--- config.mk ---
export PLATFORM = sky130hd
export DESIGN_NAME = lbm_queue
export DESIGN_NICKNAME = d
export VERILOG_FILES = /design/src/hw/rtl/lbm_pkg.sv /design/src/hw/rtl/lbm_queue.sv
export SDC_FILE = /design/constraint.sdc
export NUM_CORES = 1
export LEC_CHECK = 0
export BUFFER_PORTS_ARGS = -buffer_cell sky130_fd_sc_hd__buf_2
export CORE_AREA = 8 8 206 208
export CTS_CLUSTER_DIAMETER = 60
export DETAILED_ROUTE_END_ITERATION = 10
export DIE_AREA = 0 0 214 216
export MAX_ROUTING_LAYER = met4
export PLACE_DENSITY = 0.7
export SLEW_MARGIN = 20
export SYNTH_ARGS = -nofsm -noshare
export SYNTH_HDL_FRONTEND = slang
export SYNTH_SLANG_ARGS = --single-unit
--- constraint.sdc ---
create_clock -name i_clk -period 5.8 [get_ports i_clk]
set_input_delay 0.87 -clock i_clk [delete_from_list [all_inputs] [get_ports i_clk]]
set_output_delay 0.87 -clock i_clk [all_outputs]
set_load 0.01 [all_outputs]
--- src/hw/rtl/lbm_pkg.sv ---
// Shared types and constants of the lightmap bilinear modulate block.
// No dependencies; every other file but lbm_div imports this package.
`timescale 1ns / 1ps
`default_nettype none

package lbm_pkg;

    // texel store
    localparam int TEX_DEPTH = 16384;
    localparam int TEX_AW    = $clog2(TEX_DEPTH);
    localparam int TEXEL_W   = 24;

    // field and register widths
    localparam int LS_W  = 8;   // lightmap side
    localparam int AS_W  = 13;  // albedo side register
    localparam int PX_W  = 12;  // pixel coordinate
    localparam int WF    = 8;   // weight fraction bits
    localparam int MAX_ALBEDO_SIDE = 4096;

    // coordinate mapping: q = ((2p+1)*lsz << (WF-1)) / asz
    localparam int NUM_W = PX_W + 1 + LS_W;
    localparam int QW    = NUM_W + WF - 1;
    localparam int HI_W  = QW - WF;

    // commands
    localparam logic CMD_LOAD = 1'b0;
    localparam logic CMD_MOD  = 1'b1;

    // configuration register indexes
    localparam logic [1:0] CFG_LM_W = 2'd0;
    localparam logic [1:0] CFG_LM_H = 2'd1;
    localparam logic [1:0] CFG_AL_W = 2'd2;
    localparam logic [1:0] CFG_AL_H = 2'd3;

    // neighbor taps in a task
    localparam int TAP_00 = 0;
    localparam int TAP_10 = 1;
    localparam int TAP_01 = 2;
    localparam int TAP_11 = 3;

    typedef struct packed {
        logic              cmd;
        logic [TEX_AW-1:0] texel_index;
        logic [PX_W-1:0]   pixel_x;
        logic [PX_W-1:0]   pixel_y;
        logic [7:0]        in_red;
        logic [7:0]        in_green;
        logic [7:0]        in_blue;
        logic [7:0]        in_alpha;
    } t_in_item;

    typedef struct packed {
        logic [PX_W-1:0] out_x;
        logic [PX_W-1:0] out_y;
        logic [7:0]      out_red;
        logic [7:0]      out_green;
        logic [7:0]      out_blue;
        logic [7:0]      out_alpha;
    } t_out_item;

    typedef struct packed {
        logic [LS_W-1:0] lm_w;
        logic [LS_W-1:0] lm_h;
        logic [AS_W-1:0] al_w;
        logic [AS_W-1:0] al_h;
    } t_cfg;

    // classified item handed from the front to the back
    typedef struct packed {
        logic                   cmd;
        logic                   bypass;
        logic [3:0][TEX_AW-1:0] addr;
        logic [WF-1:0]          frac_x;
        logic [WF-1:0]          frac_y;
        logic [PX_W-1:0]        pixel_x;
        logic [PX_W-1:0]        pixel_y;
        logic [7:0]             red;
        logic [7:0]             green;
        logic [7:0]             blue;
        logic [7:0]             alpha;
    } t_task;

endpackage

`default_nettype wire

--- src/hw/rtl/lbm_queue.sv ---
// Short task queue between the front and the back end.
// Uses lbm_pkg for the task type.
`timescale 1ns / 1ps
`default_nettype none

module lbm_queue import lbm_pkg::*; #(
    parameter int DEPTH = 4
) (
    input  logic  i_clk,
    input  logic  i_rst_n,
    input  logic  i_push,
    input  t_task i_data,
    output logic  o_full,
    input  logic  i_pop,
    output logic  o_valid,
    output t_task o_data
);

    localparam int PW = (DEPTH > 1) ? $clog2(DEPTH) : 1;
    localparam int CW = $clog2(DEPTH + 1);

    t_task         r_mem [DEPTH];
    logic [PW-1:0] r_wr;
    logic [PW-1:0] r_rd;
    logic [CW-1:0] r_cnt;
    logic          w_push;
    logic          w_pop;

    assign o_full  = (r_cnt == CW'(DEPTH));
    assign o_valid = (r_cnt != '0);
    assign o_data  = r_mem[r_rd];
    assign w_push  = i_push && !o_full;
    assign w_pop   = i_pop && o_valid;

    always_ff @(posedge i_clk) begin
        if (w_push) begin
            r_mem[r_wr] <= i_data;
        end
    end

    always_ff @(posedge i_clk) begin
        if (!i_rst_n) begin
            r_wr  <= '0;
            r_rd  <= '0;
            r_cnt <= '0;
        end else begin
            if (w_push) begin
                r_wr <= (r_wr == PW'(DEPTH - 1)) ? '0 : r_wr + 1'b1;
            end
            if (w_pop) begin
                r_rd <= (r_rd == PW'(DEPTH - 1)) ? '0 : r_rd + 1'b1;
            end
            if (w_push && !w_pop) begin
                r_cnt <= r_cnt + 1'b1;
            end else if (w_pop && !w_push) begin
                r_cnt <= r_cnt - 1'b1;
            end
        end
    end

    a_cnt_bound: assert property (@(posedge i_clk) disable iff (!i_rst_n)
        r_cnt <= CW'(DEPTH))
        else $error("queue count above depth");

    a_cnt_up: assert property (@(posedge i_clk) disable iff (!i_rst_n)
        (w_push && !w_pop) |=> (r_cnt == $past(r_cnt) + 1'b1))
        else $error("queue count missed a push");

    a_cnt_down: assert property (@(posedge i_clk) disable iff (!i_rst_n)
        (w_pop && !w_push) |=> (r_cnt == $past(r_cnt) - 1'b1))
        else $error("queue count missed a pop");

    a_ptr_empty: assert property (@(posedge i_clk) disable iff (!i_rst_n)
        (r_cnt == '0) |-> (r_wr == r_rd))
        else $error("queue pointers differ while empty");

endmodule

`default_nettype wire

* Word level (Yosys, flattened, before mapping) *
Memories as Yosys holds them, arrays and structs flattened. A register that Yosys moved wholly into a read port is not among the register bits.
Cells that the tools add are included.

word-level totals
  word-level logic and storage cells = 28
  register bits after elaboration = 7
  memories = 1
  bits in writable memories = 520
  output and inout port bits = 132

operators by class
  equal/unequal tests = 3
  multiplexer cells = 8
  add/sub/neg operators = 4
  reduce and logical (&&, ||, !) cells = 9

memory list
  memory  words  bits a word  rd ports  clocked after Yosys merged registers in  wr ports  line             text
  r_mem   4      130          1         1                                        1         lbm_queue.sv:22  t_task r_mem [DEPTH];

operators by type and width
  operator                                           number
  2-to-1 mux 2 bit                                   4
  2-to-1 mux 3 bit                                   2
  adder 2 x 1 -> 2 bit (second input constant)       2
  == test 2 bit (second input constant)              2
  logical AND 1 bit                                  4
  adder 3 x 1 -> 3 bit (second input constant)       1
  == test 3 bit (second input constant)              1
  logical NOT 1 bit                                  3
  nonzero test 3 bit                                 1
  subtractor 3 x 1 -> 3 bit (second input constant)  1
  2-to-1 mux 1 bit                                   2
  nonzero test 2 bit                                 1

* Logic depth before layout (Yosys ltp) *
Gate-level depths: netlist (run 1).

  depth after elaboration = 7
  depth in mapped cells = 9
  gate-level depth less buffers = 8

* Worst setup path before layout (run 1) *
Ideal clock, no wire load.

  path type = input -> register
  start point = in i_push
  end point = mem r_mem[1][0] (netlist name) (enable)
  stages = 3
  slack = 1.054 ns
  arrival time = 4.242 ns
  buffers on the path = 1
  setup time = 0.505 ns
  cell sequence = nor2b_1 clkbuf_1 and2_1

between the ends
  cells in the longest elaborated chain, start to end = 3

ends and longest elaborated chain
  item                                    line             text
  from (decl)                             lbm_queue.sv:11  input logic i_push,
  logical AND 1 bit                       lbm_queue.sv:32  assign w_push = i_push && !o_full;
  net w_push                              lbm_queue.sv:26  logic w_push;
  2-to-1 mux 1 bit                        lbm_queue.sv:36  if (w_push) begin
  2-to-1 mux 1 bit (implied by the code)  lbm_queue.sv:37  r_mem[r_wr] <= i_data;
  to (decl)                               lbm_queue.sv:22

The timed path passes the listed nets, and every way through them passes these cells.

==> results.toml, run 1 <==
[placement]
port_buffers = 265
placed_cell_area_um2 = 21100
preCtsSetupSlack_ps = 2540
gp_congestion = 0.697
dp_hpwl_mm = 21.9

[cells_and_area]
area_growth_pct = 17.8
drive_gt1_share_pct = 45.2
final.fill_count = 2879
fin_nets = 1170
multi_input_area_um2 = 3210
final_cell_mix = "edfxtp_1, buf_2, mux4_2"
final_core_util_pct = 58.1
layout_commonest_cell = "edfxtp_1"
seq_area_um2 = 15800
design_area_um2 = 22800

[floorplan]
rows = 73
core-area_um2 = 39200
floorplan.initialDensity_pct = 49.4
die_w_um = 214
io_pins = 266
die-area_um2 = 46200
die_h_um = 216

[power]
p_per_area_nw_per_um2 = 443
p_leak_nw = 7.57
p_total_mw = 10.1
max-vdd-ir-drop_v = 0.000277

[synth]
synth_cells = 730
synth-edff-count = 520
async_reset_ff_share_pct = 0
syn_area_per_cell_um2 = 26.5
netlist.area_leader.share_pct = 80.8
synth.ff_latch_count = 529
synthFlopType = "edfxtp_1"
yosysUniqueCellTypes = 25
ys_seq_area_share_pct = 81.7
yosysWarnings = 0
syn_area_um2 = 19300
synth_top_area_cell = "edfxtp_1"
synthTopCellsByArea = "edfxtp_1, mux4_2, buf_12"
syn-num-nets = 871

[setup_path]
cpPeakStageDelay_ps = 840
critPathSlowestCell = "dfxtp_4"
path_delay_family = "flip-flops"
reg2regPathDepth = 4
cp-start-kind = "flop"
cp.depth = 3
critPathKind = "flop to output pin"
crit_chain = "buf_4, mux4_2, buf_2"
end_kind = "output pin"
critPathBufInv = 2
critPathRequiredTime_ps = 4930
cp_max_fo = 38
arrival_ps = 2790
crit-reg2reg-launch = "r_cnt[0]$_SDFFE_PN0P_"

[drt]
drc_errors = 0
dr_total_vias = 8476
postRouteAntennaNets = 0
viasPerCell = 5.32
wire_per_inst_um = 22.6
drtIter0Drc = 579
wl_mm = 36.1
drtPass1Iterations = 4

[clock_network]
cts_resized = 0
cts_tree = "yes"
cts.clk_slew.worst_paths_ps = 60
cts_sinks = 529
numCtsBuffers = 53
ctsHoldBuffers = 0
clkLatencyLatePin_ps = 570
ctsHtreeMaxLevel = 2
clockBufferDepth = 3
cts_setup_buffers = 0
cts-root-buf = "clkbuf_16"

[grt]
antenna_found_initial = 4
grt_max_degree = 77
grt_pass1_vias = 9057
grt_pass1_wl_mm = 54.5
grt_overflow_total = 0
grt_use_total_pct = 15.8

[sta]
period_share_pct = 63.0
fin_crit_ps = 3660
setup_tns_ps = 0
skew_ps = 13.4
fmax_mhz = 273
worst_pin_slew_ps = 980
hold_viol = 0
final-max-slew-violation-count = 0
fin_ws_ps = 2140
finalSetupViolCount = 0
rsz0062_at_grt = "no"
slew_headroom_pct = 34.6

[hold_path]
hold_depth = 2
hold_start = "r_wr[1]$_SDFFE_PN0P_"
hold_class = "flop to flop"

[run_status]
status = "completed"

[run]
drv_cap = 0
[layer usage]
| metal | wire [um] | up-vias | part of all wire, % | global-route usage [%] |
|---|---|---|---|---|
| li1 | - | 3749 | - | - |
| met1 | 15000 | 4426 | 41 | 20.2 |
| met2 | 18300 | 253 | 51 | 24.8 |
| met3 | 2220 | 48 | 6.2 | 4.06 |
| met4 | 611 | 0 | 1.7 | 5.02 |
| met5 | 0 | - | 0 | - |
[worst reg2reg max path: stages (launching register included)]
cell     delay [ps]
dfxtp_1         440
nor3b_1         100
nor2b_1         470
and2_4          820
buf_12          420
[final cells by class]
| class | instances | share of cell area, % |
|---|---|---|
| clock buffers | 63 | 6.17 |
| repair buffers | 275 | 6.44 |
| multi-input cells | 167 | 14.1 |
| inverters | 3 | 0.0494 |
| clock inverters | 28 | 0.912 |
| flip-flops and latches | 529 | 69.4 |
| well taps | 525 | 2.88 |
| diodes | 4 | 0.0439 |
[where the power goes]
group          internal [mW]  total, mW  switching [mW]
logic                   1.00       2.08            1.08
registers               4.66       4.84           0.184
clock network           1.84       3.16            1.32
total                   7.51       10.1            2.58
[final timing paths]
check                                              end  slack [ps]
worst min register to register    r_wr[1]$_SDFFE_PN0P_         500
worst min-delay path              r_wr[1]$_SDFFE_PN0P_         500
worst max register to register  r_mem[0][48]$_DFFE_PP_        3050
worst max-delay path                       o_data[116]        2140
[logic make-up after synthesis]
family / count (synthesis) / synth area share (%)
simple gates: 20 / 0.537
compound gates: 5 / 0.155
flops: 529 / 81.7
xor+xnor: 2 / 0.0906
fa+ha+maj: 7 / 0.492
buf+inv: 34 / 1.75
mux: 133 / 15.3
[synthesized netlist by cell type (3+ instances only)]
cell type	n
ha_1	6
buf_1	3
and2_1	5
buf_12	11
buf_4	3
dfxtp_1	9
mux4_2	130
o21ai_0	3
inv_1	3
buf_2	10
clkbuf_1	3
mux2i_1	3
edfxtp_1	520
nand2_1	6
[registers in the layout, indices dropped and copies added (netlist names), named ones only]
signal  count
r_cnt       3
r_mem     520
r_rd        2
r_wr        2
[stage by stage]
stage | std cells | hold slack [ps]
3_5_place_dp | 1499 | 494
6_report | 1594 | 500
4_1_cts | 1590 | 455
2_1_floorplan | 730 | 468
5_1_grt | 1594 | 472
3_3_place_gp | 1499 | 484
Power figures use the tool's default switching activity.
==> inputs of run 2 (changes only) <==
clock period = 3.8 ns   (was 5.8 ns; I/O delays follow)
==> run 2 against run 1 <==
Against the previous run: combinational power grew 61%; critical path depth stayed put; non-clock buffer count is 7 higher; clock-buffer cell count fell by 1; routed wire length grew 4.0%; sequential cell count unchanged; critical path type unchanged.
==> results.toml, run 2 (same netlist as run 1, synthesis figures left out) <==
[setup_path]
reg2regPathDepth = 4
critPathKind = "flop to output pin"
r2r_slack_ps = 1350
end_kind = "output pin"
cp-start-kind = "flop"
arrival_ps = 2390
critPathSlowestCell = "dfxtp_4"
path_delay_family = "flip-flops"
cp.depth = 3
critPathBufInv = 2
r2r_end = "r_mem[1][45]$_DFFE_PP_"
cpPeakStageDelay_ps = 860
crit-reg2reg-launch = "r_cnt[0]$_SDFFE_PN0P_"
crit_chain = "buf_12, mux4_2, buf_2"
cp_max_fo = 48
critPathRequiredTime_ps = 3230

[cells_and_area]
drive_gt1_share_pct = 45.7
fin_nets = 1178
regMostFlops = "r_mem"
final_cell_mix = "edfxtp_1, buf_2, mux4_2"
layout_commonest_cell = "edfxtp_1"
top_regs = "r_mem (520), r_cnt (3)"
final_cells = 1610
largest_reg_flops = 520
area_growth_pct = 19.1

[sta]
skew_ps = 10.5
setup_tns_ps = 0
rsz0062_at_grt = "no"
period_share_pct = 77.9
slew_headroom_pct = 47.9
fmax_mhz = 338
hold_viol = 0
final-max-slew-violation-count = 0
finalSetupViolCount = 0
fin_crit_ps = 2960
worst_pin_slew_ps = 782

[floorplan]
die_w_um = 214
rows = 73
io_pins = 266
die_h_um = 216
core-area_um2 = 39200
die-area_um2 = 46200
floorplan.initialDensity_pct = 49.4

[placement]
gp_congestion = 0.718
dp_hpwl_mm = 23.2
port_buffers = 265
placedCellCount = 1506

[clock_network]
clockBufferDepth = 3
cts.clk_slew.worst_paths_ps = 60
clkLatencyLatePin_ps = 590
cts_setup_buffers = 0
numCtsBuffers = 54
ctsHoldBuffers = 0
cts_resized = 0
cts_tree = "yes"
ctsHtreeMaxLevel = 2
cts-root-buf = "clkbuf_16"
cts_sinks = 529

[drt]
viasPerCell = 5.40
wire_per_inst_um = 23.3
postRouteAntennaNets = 0
drtPass1Iterations = 4
dr_total_vias = 8689
wl_mm = 37.5
drtIter0Drc = 570
drc_errors = 0

[run_status]
status = "completed"

[run]
drv_cap = 0

[grt]
grt_pass1_vias = 9230
grt_use_total_pct = 16.6
grt_max_degree = 65
antenna_found_initial = 7
grt_pass1_wl_mm = 57.2
grt_overflow_total = 0

[power]
p_leak_nw = 7.67
p_int_mw = 11.6
p_per_area_nw_per_um2 = 683
combPwrFrac_pct = 21.2
p_switching_mw = 4.08
p_seq_share_pct = 46.6
swShare_pct = 25.9
max-vdd-ir-drop_v = 0.000427
power_frac_clock_pct = 32.2

[hold_path]
hold_end = "r_mem[0][92]$_DFFE_PP_"
hold_class = "input port to flop"
hold_depth = 1
hold_start = "i_data[92]"
run 2: changes by cell type in the layout (fill, tap and decap cells not counted), sizes merged, moves of 2 or more:
cell	before	now
inv	4	7
bufinv	3	5
clkinv	22	24
diode	4	6
buf	275	282
run 2: final cells by class:
cell class              count  area [um^2]
fillers                  2781        16200
multi-input cells         167         3210
flip-flops and latches    529        15800
diodes                      6         15.0
well taps                 525          657
clock inverters            36          330
repair buffers            282         1620
clock buffers              62         1380
inverters                   3         11.3
run 2: worst max path at each step:
stage | end | startpoint
2_1_floorplan | r_mem[0][0]$_DFFE_PP_ | i_push
3_5_place_dp | r_mem[1][23]$_DFFE_PP_ | i_push
3_3_place_gp | r_mem[1][42]$_DFFE_PP_ | i_push
5_1_grt | o_data[3] | flop
6_report | o_data[3] | flop
4_1_cts | o_data[22] | flop
run 2: layer usage:
| layer | track usage (%) | wire, um | vias up |
|---|---|---|---|
| met5 | - | 0 | - |
| met4 | 5.18 | 656 | 0 |
| met3 | 4.17 | 2460 | 47 |
| met2 | 25.2 | 18100 | 274 |
| met1 | 22.2 | 16300 | 4579 |
| li1 | - | - | 3789 |
run 2: per-stage QoR:
step | util (%) | cell area (um^2) | setup slack [ps] | power, mW | hold WS, ps
after floorplan | - | 19300 | 796 | 9.68 | 468
after global placement | 54.4 | 21300 | 1220 | 10.9 | 488
after detailed placement | 54.4 | 21300 | 1190 | 10.9 | 501
after CTS | 58.7 | 23000 | 768 | 16.0 | 146
after global routing | 58.8 | 23000 | 726 | 16.4 | 160
final | 58.8 | 23000 | 839 | 15.7 | 193
run 2: power by group through the flow:
stage | clock, mW | sequential (mW) | combinational, mW
5_1_grt | 5.42 | 7.38 | 3.61
3_3_place_gp | 0 | 7.41 | 3.44
4_1_cts | 5.20 | 7.33 | 3.46
3_5_place_dp | 0 | 7.45 | 3.45
2_1_floorplan | 0 | 7.35 | 2.33
6_report | 5.06 | 7.32 | 3.34
==> inputs of run 3 (changes only) <==
clock period = 3.1 ns   (was 3.8 ns; I/O delays follow)
==> run 3 against run 2 <==
Against the previous run: first-iteration DRC count grew 12%; combinational power grew 27%; die area is the same; worst hold slack lost 94 ps; cell count grew 0.99%; global-route usage grew 0.14 points; routed wire length grew 0.98%; clock power grew 21%; largest power group unchanged.
==> results.toml, run 3 (same netlist as run 1, synthesis figures left out) <==
[run_status]
status = "completed"

[cells_and_area]
fin_nets = 1191
top_regs = "r_mem (520), r_cnt (3)"
largest_reg_flops = 520
final.fill_count = 2789
multi_input_area_um2 = 3210
regMostFlops = "r_mem"
drive_gt1_share_pct = 46.2
layout_commonest_cell = "edfxtp_1"
seq_area_um2 = 15800
final_cell_mix = "edfxtp_1, buf_2, mux4_2"
area_growth_pct = 19.9

[sta]
finalSetupViolCount = 0
period_share_pct = 86.9
worst_pin_slew_ps = 672
slew_headroom_pct = 55.2
setup_tns_ps = 0
skew_ps = 16.0
final-max-slew-violation-count = 0
fmax_mhz = 371
hold_viol = 0
rsz0062_at_grt = "no"
timing.hold.ws_ps = 99.2
fin_crit_ps = 2690

[drt]
wl_mm = 37.9
drc_errors = 0
wire_per_inst_um = 23.3
dr_total_vias = 8669
drtPass1Iterations = 4
drtIter0Drc = 638
postRouteAntennaNets = 0
viasPerCell = 5.33

[placement]
port_buffers = 265
dp_hpwl_mm = 24.4
gp_congestion = 0.724

[setup_path]
critPathRequiredTime_ps = 2630
cp_max_fo = 55
crit-reg2reg-launch = "r_cnt[0]$_SDFFE_PN0P_"
critPathBufInv = 2
cp-start-kind = "flop"
path_delay_family = "multiplexers"
arrival_ps = 2230
r2r_slack_ps = 720
crit_chain = "buf_12, mux4_2, buf_2"
critPathSlowestCell = "mux4_2"
end_kind = "output pin"
r2r_end = "r_cnt[2]$_SDFFE_PN0P_"
critPathKind = "flop to output pin"
cpPeakStageDelay_ps = 600
reg2regPathDepth = 7

[floorplan]
die_h_um = 216
rows = 73
io_pins = 266
die-area_um2 = 46200
die_w_um = 214
core-area_um2 = 39200
floorplan.initialDensity_pct = 49.4

[grt]
grt_max_degree = 56
grt_pass1_wl_mm = 57.5
antenna_found_initial = 10
grt_use_total_pct = 16.8
grt_pass1_vias = 9341
grt_overflow_total = 0

[hold_path]
hold_depth = 1
hold_end = "r_mem[1][64]$_DFFE_PP_"
hold_start = "i_data[64]"
hold_class = "input port to flop"

[clock_network]
cts-root-buf = "clkbuf_16"
cts_sinks = 529
clkLatencyLatePin_ps = 580
cts_tree = "yes"
cts_resized = 0
ctsHoldBuffers = 0
clockBufferDepth = 3
ctsHtreeMaxLevel = 2
cts.clk_slew.worst_paths_ps = 60
numCtsBuffers = 53
cts_setup_buffers = 0

[power]
p_per_area_nw_per_um2 = 833
max-vdd-ir-drop_v = 0.000684
p_leak_nw = 7.75

[run]
drv_cap = 0
[run 3: area by class of cell]
| cell class | instances | area share, % |
|---|---|---|
| diodes | 10 | 0.108 |
| clock buffers | 65 | 6.01 |
| clock inverters | 31 | 1.26 |
| inverters | 3 | 0.0486 |
| multi-input cells | 167 | 13.9 |
| flip-flops and latches | 529 | 68.2 |
| well taps | 525 | 2.83 |
| repair buffers | 296 | 7.70 |
[run 3: power breakdown]
| group | leakage [nW] | switching [mW] | internal, mW | total, mW |
|---|---|---|---|---|
| clock | 0.821 | 2.52 | 3.60 | 6.12 |
| sequential | 4.84 | 0.230 | 8.70 | 8.93 |
| combinational | 2.09 | 2.22 | 2.03 | 4.24 |
| total | 7.75 | 4.97 | 14.3 | 19.3 |
[run 3: worst register-to-register path, stage by stage, from the launching register on]
cell      delay (ps)
dfxtp_1          360
o31ai_1          600
ha_1             310
inv_1             60
fa_1             370
xor2_1           150
or3_1            300
a21boi_0         170
[run 3: per-stage QoR]
stage / setup slack (ps) / utilization [%] / cells / instance area (um^2) / power [mW]
detailed placement: 731 / 54.8 / 1520 / 21500 / 13.5
global placement: 878 / 54.8 / 1520 / 21500 / 13.4
finish: 407 / 59.2 / 1626 / 23200 / 19.3
global route: 293 / 59.2 / 1625 / 23200 / 20.1
floorplan: 145 / - / 730 / 19300 / 11.9
CTS: 354 / 59.1 / 1616 / 23200 / 19.6
[run 3: layer usage]
| layer | global-route usage, % | wire, um | part of all wire (%) |
|---|---|---|---|
| met1 | 21.8 | 16000 | 42 |
| met2 | 26.0 | 18700 | 49 |
| met3 | 4.57 | 2510 | 6.6 |
| met4 | 4.79 | 608 | 1.6 |
| met5 | - | 0 | 0 |
[run 3: how the worst max path moves through the flow]
stage                                from                     to  slack (ps)  cells after the start
detailed placement  r_cnt[0]$_SDFFE_PN0P_  r_cnt[2]$_SDFFE_PN0P_         730                      7
floorplan           r_cnt[0]$_SDFFE_PN0P_  r_mem[0][0]$_DFFE_PP_         150                      4
finish                               flop              o_data[2]         410                      3
CTS                                  flop             o_data[24]         350                      3
global route                         flop              o_data[2]         290                      3
global placement    r_cnt[0]$_SDFFE_PN0P_  r_cnt[2]$_SDFFE_PN0P_         880                      7
